### src/lvae_pkg.sv
// ----------------------------------------------------------------------------
// lvae_pkg: shared definitions for the lagged velocity activity estimator
// Ring geometry, field widths, register indexes and controller/datapath links.
// ----------------------------------------------------------------------------
package lvae_pkg;

   // Ring geometry.
   localparam int RING_DEPTH = 16;
   localparam int LAG        = 5;
   localparam int SLOT_W     = (RING_DEPTH > 1) ? $clog2(RING_DEPTH) : 1;
   localparam int LAG_MOD    = LAG % RING_DEPTH;
   localparam bit LAG_ALIAS  = (LAG_MOD == 0);

   // Field widths.
   localparam int FRAC_W  = 18;
   localparam int DEPTH_W = 16;
   localparam int TIME_W  = 32;
   localparam int SCALE_W = 18;
   localparam int PIC_W   = 18;
   localparam int POS_W   = 20;
   localparam int VEL_W   = 32;
   localparam int ACT_W   = 33;

   // Division geometry: |delta| * 1000 * 2^16 over a 32-bit gap.
   localparam int MAG_W      = POS_W + 1;
   localparam int MUL_W      = MAG_W + 10;
   localparam int DIVIDEND_W = MUL_W + 16;
   localparam int CNT_W      = $clog2(DIVIDEND_W);
   localparam int MS_SCALE   = 1000;

   // Configuration port.
   localparam int CSR_IDX_W  = 8;
   localparam int CSR_DATA_W = 32;
   localparam logic [CSR_IDX_W-1:0] REG_WIDTH_SCALE  = 8'd0;
   localparam logic [CSR_IDX_W-1:0] REG_HEIGHT_SCALE = 8'd1;
   localparam logic [SCALE_W-1:0]   WIDTH_SCALE_RST  = 18'd69692;
   localparam logic [SCALE_W-1:0]   HEIGHT_SCALE_RST = 18'd50313;

   // Axis codes.
   localparam logic [1:0] AXIS_X = 2'd0;
   localparam logic [1:0] AXIS_Y = 2'd1;
   localparam logic [1:0] AXIS_Z = 2'd2;

   // Commands from the controller to the datapath.
   typedef struct packed {
      logic load;
      logic scale;
      logic pos;
      logic check;
      logic mul;
      logic div_step;
      logic sat;
      logic out_load;
   } cmd_type;

   // Status from the datapath to the controller.
   typedef struct packed {
      logic upd;
      logic div_last;
      logic axis_last;
   } status_type;

endpackage

### src/lvae_ctrl.sv
// ----------------------------------------------------------------------------
// lvae_ctrl: sequencing controller
// Steps one word through scaling, ring update and, when it updates, three serial divisions.
// ----------------------------------------------------------------------------
module lvae_ctrl (
   input  logic                clock,
   input  logic                reset,
   input  logic                req_valid,
   output logic                req_ready,
   output logic                rsp_valid,
   input  logic                rsp_ready,
   output lvae_pkg::cmd_type    cmd,
   input  lvae_pkg::status_type status
);
   import lvae_pkg::*;

   localparam logic [2:0] ST_IDLE  = 3'd0;
   localparam logic [2:0] ST_SCALE = 3'd1;
   localparam logic [2:0] ST_POS   = 3'd2;
   localparam logic [2:0] ST_CHECK = 3'd3;
   localparam logic [2:0] ST_MUL   = 3'd4;
   localparam logic [2:0] ST_DIV   = 3'd5;
   localparam logic [2:0] ST_SAT   = 3'd6;
   localparam logic [2:0] ST_OUT   = 3'd7;

   logic [2:0] state_ff, state_in;
   logic       rsp_valid_ff, rsp_valid_in;

   // Next state and commands.
   always_comb begin
      state_in  = state_ff;
      cmd       = '0;
      req_ready = 1'b0;
      unique case (state_ff)
         ST_IDLE: begin
            req_ready = 1'b1;
            if (req_valid) begin
               cmd.load = 1'b1;
               state_in = ST_SCALE;
            end
         end
         ST_SCALE: begin
            cmd.scale = 1'b1;
            state_in  = ST_POS;
         end
         ST_POS: begin
            cmd.pos  = 1'b1;
            state_in = ST_CHECK;
         end
         ST_CHECK: begin
            cmd.check = 1'b1;
            state_in  = status.upd ? ST_MUL : ST_OUT;
         end
         ST_MUL: begin
            cmd.mul  = 1'b1;
            state_in = ST_DIV;
         end
         ST_DIV: begin
            cmd.div_step = 1'b1;
            if (status.div_last) begin
               state_in = ST_SAT;
            end
         end
         ST_SAT: begin
            cmd.sat  = 1'b1;
            state_in = status.axis_last ? ST_OUT : ST_MUL;
         end
         ST_OUT: begin
            if (!rsp_valid_ff || rsp_ready) begin
               cmd.out_load = 1'b1;
               state_in     = ST_IDLE;
            end
         end
         default: state_in = ST_IDLE;
      endcase
   end

   // Response valid flag; the result register waits here until taken.
   always_comb begin
      rsp_valid_in = rsp_valid_ff;
      if (cmd.out_load) begin
         rsp_valid_in = 1'b1;
      end else if (rsp_ready) begin
         rsp_valid_in = 1'b0;
      end
   end

   always_ff @(posedge clock) begin
      if (reset) begin
         state_ff     <= ST_IDLE;
         rsp_valid_ff <= 1'b0;
      end else begin
         state_ff     <= state_in;
         rsp_valid_ff <= rsp_valid_in;
      end
   end

   assign rsp_valid = rsp_valid_ff;

endmodule

### config.mk
export PLATFORM = sky130hd
export DESIGN_NAME = lvae_ctrl
export DESIGN_NICKNAME = d
export VERILOG_FILES = /design/src/lvae_pkg.sv /design/src/lvae_ctrl.sv
export SDC_FILE = /design/constraint.sdc
export NUM_CORES = 1
export LEC_CHECK = 0
export BUFFER_PORTS_ARGS = -buffer_cell sky130_fd_sc_hd__buf_2
export CAP_MARGIN = 10
export CORE_AREA = 3 3 40 42
export DETAILED_ROUTE_END_ITERATION = 16
export DIE_AREA = 0 0 43 45
export PLACE_DENSITY = 0.57
export SKIP_CTS_REPAIR_TIMING = 1
export SLEW_MARGIN = 20
export SYNTH_ARGS = -nofsm -noshare
export SYNTH_HDL_FRONTEND = slang
export SYNTH_SLANG_ARGS = --single-unit
### constraint.sdc
create_clock -name clock -period 1.3 [get_ports clock]
set_clock_uncertainty 0.2 [all_clocks]
set_input_delay 0.325 -clock clock [delete_from_list [all_inputs] [get_ports clock]]
set_output_delay 0.325 -clock clock [all_outputs]
set_load 0.03 [all_outputs]
* Yosys cells after proc, flatten, opt, wreduce, memory -nomap -nowiden
Cells that the tools add are included.
** Word-level totals
- Bits in registers :: 4
- Bits in latches :: 0
- Memory bits (writable) :: 0
- ROM bits :: 0
- Input bits :: 7
- Output and inout bits :: 10
- Logic and storage cells :: 36
- Memories kept :: 0
** Cells by class
- Add/subtract/negate cells :: 0
- $mul :: 0
- Div/mod/pow operators :: 0
- $lt $le $gt $ge :: 0
- Equality and inequality tests :: 10
- Shifts and indexed selects :: 0
- Muxes and demuxes :: 19
- Bitwise operators :: 0
- Reduce and logical (&&, ||, !) cells :: 5
** Operator list (count)
- $pmux W3 S8 :: 1
- $mux W1 :: 13
- $eq A3 B3 Y1 const B :: 4
- $mux W3 :: 3
- $eq A3 B2 Y1 const B :: 2
- $ne A2 B2 Y1 const B :: 3
- $mux W2 :: 2
- $eq A3 B1 Y1 const B :: 1
- $logic_not A3 Y1 :: 1
- $reduce_and A3 Y1 :: 1
- $reduce_bool A2 Y1 :: 1
- $logic_not A1 Y1 :: 1
- $logic_or A1 B1 Y1 :: 1

* Logic depth before layout (Yosys ltp)
- Word-level depth :: 5
- Gate-level depth with buffers :: 4
- Gate-level depth less buffers :: 3

* Least setup slack after synthesis
No wires, ideal clock.
- Path kind :: register to output
- Start :: register state_ff[0]
- End :: output cmd[7] in the netlist's numbering
- Arrival time :: 1.610 ns
- Data required time :: 0.775 ns
- Path slack :: -0.835 ns
- Cell stages (with the launch flop) :: 4
- Buffers on the path :: 1
- Path through :: dfxtp_1 -> buf_2 -> nor3_1 -> and2_1
** RTL lines
- start, declared :: RTL line lvae_ctrl.sv:26 : logic [2:0] state_ff, state_in;
- start signal, assigned :: RTL line lvae_ctrl.sv:93 : state_ff <= state_in;
- end, declared :: RTL line lvae_ctrl.sv:12 : output lvae_pkg::cmd_type cmd,

==> qor.txt <==
Initial Utilization = 0.2356
WHS Endpoint = state_ff[1]
Overall routing resource usage = 0.09417
R2R cell count = 5
Clock Path Buffers = 2
Post-Layout Cell Count = 84
GPL Wtd Cong = 0.7659
Clock Latency Late Sink = 0.24 ns
DRT iter0 DRCs = 7
Die X = 43 um
Worst EP arrival = 1.08 ns
Core ar. = 0.001285 mm2
Top layer in use = met3
Failing checks = setup timing
R2r startpoint = state_ff[1]
Met2 wire len = 581 um
Startpoint types = register
CTS clock-pin slew for the worst setup and hold paths = 0.05 ns
RSZ-0062 raised after global routing = yes
Lkg Pwr = 0.3116 nW
Largest net degree at the start of global routing = 12
Via count = 399
Max frequency = 623.2 MHz
Post-Route WL = 1073 um
Worst setup margin = -0.3046 ns
Hold Crit Class = in2reg
Final Hold Viols = 0
Netlist cell types = 22
Fraction of layout cells with a size suffix above 1 = 0.8261
Overflow after GRT = 0
Crit Path Class = reg2out
Normalized max-slew margin = 0.8342
Metal3 WL = 71 um
Mapped Avg Cell Area = 7.968 um2
Drt pass-1 iters = 5
VDD IR max = 0.0007184 V
Synth Instances = 38
Final Critical Period = 1.605 ns
IO buf count = 16
Crit path required time = 0.77 ns
Most frequent cells in the layout = buf_6 (15), buf_4 (10), buf_2 (7)
Vias per cell = 4.750
Die Height = 45 um
Root Buffer = clkbuf_4
FF-to-FF setup slack = -0.16 ns
Register area share after synthesis = 0.2645
Mapped Nets = 45
Fin crit share = 1.234
Outcome = complete, but fails checks
DR DRC count = 0
First-pass GRT wire length = 1324 um
Dpl cells = 75
Layout Nets = 78
Worst r2r dst = state_ff[0]
MaxCap Viol Count = 0
Final design instance area without fill = 703.2 um2
Vias in the first global route = 321
CTS tree = yes
Sink Count = 4
Post-route ant nets = 0
Post-layout power = 914.3 uW
Post-DP HPWL = 598.1 um
Initial antenna violation count = 0
Placed inst area = 495.5 um2
Crit path capture type = output pin
HP Start = reset
Number of I/O pins = 17
Fillers = 119
Synth-to-Final Area Change = 132.2%
WL per Instance = 12.77 um
Yosys warnings = 0
H-tree levels = 1
Diode count = 0
Final max-slew violation count = 0
Hold slack = 0.07879 ns
P per Cell Area = 1300 mW/mm2
Cell Area, Synth = 302.8 um2
Commonest non-fill, non-tap cell in the layout = buf_6
Worst hold stages = 2
Worst-path fanout max = 7
Worst-Margin Slew = 0.2470 ns
Die area = 0.001935 mm2
Final Setup Violations = 11
CTS buffer count = 3
FP Rows = 13
Seq cells post-synth = 4
WL met1 = 419 um
## logic make-up (layout without fill, tap and decap cells)
logic type / count (synthesis) / count (layout) / share of synthesized area
DFF: 4 / 4 / 0.2645
and+or+nand+nor: 22 / 22 / 0.4504
buffers and inverters: 6 / 37 / 0.1281
AOI/OAI and AO/OA: 6 / 6 / 0.1570
## per-stage QoR
stage	TNS, ns	util	worst slack [ns]
final	-2.714	0.5472	-0.3046
after global routing	-3.208	0.5472	-0.3716
after CTS	-4.369	0.4031	-0.5274
after detailed placement	-1.989	0.3856	-0.2508
after global placement	-1.870	0.3856	-0.2298
after floorplan	-0.9308	-	-0.2992
## worst max-delay path, cell delays in order, from the launching register on
cell and delay, ns:
dfxtp_4 0.37, nor3_4 0.19, and2_4 0.16, buf_6 0.12
## where the power goes
part	internal, mW	switching (mW)	leakage, nW
Sequential	0.146	0.0458	0.0353
Clock	0.104	0.0578	0.0138
Combinational	0.312	0.249	0.263
Total	0.562	0.352	0.312
## metal layers
metal	vias up	GRT usage
met2	13	0.1317
met1	185	0.1208
met4	0	0.03614
met3	0	0.05179
met5	-	0
li1	201	-
## flip-flops by register name, indices dropped and copies added, names as in the netlist
register,cells
rsp_valid,1
state_ff,3
## Yosys cell counts
master    number  area, um2
dfxtp_1        4      80.08
nor2_1         4      15.01
and3_1         3      18.77
nand2b_1       3      18.77
nor3_1         3      15.01
a21oi_1        2      10.01
buf_4          2      15.01
inv_1          2      7.510
nor2b_1        2      12.51
a21o_1         1      7.510
a311oi_1       1      8.760
a311oi_2       1      15.01
a31oi_1        1      6.260
and2_1         1      6.260
buf_2          1      5.000
buf_6          1      11.26
nand3_1        1      5.000
nand3b_1       1      7.510
nand4_2        1      12.51
nor3b_2        1      12.51
nor4_1         1      6.260
or3_1          1      6.260
## worst max path at each step
| stage | end | cells past startpoint | slack (ns) | from |
|---|---|---|---|---|
| 2_1_floorplan | cmd[7] | 3 | -0.30 | state_ff[2] |
| 5_1_grt | cmd[0] | 3 | -0.37 | state_ff[2] |
| 3_3_place_gp | cmd[2] | 3 | -0.23 | state_ff[0] |
| 6_report | cmd[7] | 3 | -0.30 | state_ff[1] |
| 4_1_cts | cmd[6] | 3 | -0.53 | state_ff[0] |
| 3_5_place_dp | cmd[2] | 3 | -0.25 | state_ff[0] |
## layout make-up
| type | instances | area, um2 | share of cell area |
|---|---|---|---|
| Timing Repair Buffer | 32 | 279.0 | 0.3968 |
| Multi-Input combinational cell | 28 | 277.8 | 0.3950 |
| Sequential cell | 4 | 92.59 | 0.1317 |
| Clock buffer | 3 | 22.52 | 0.03203 |
| Tap cell | 15 | 18.77 | 0.02669 |
| Inverter | 2 | 12.51 | 0.01779 |
No activity file was read; power rests on OpenSTA's default activity.
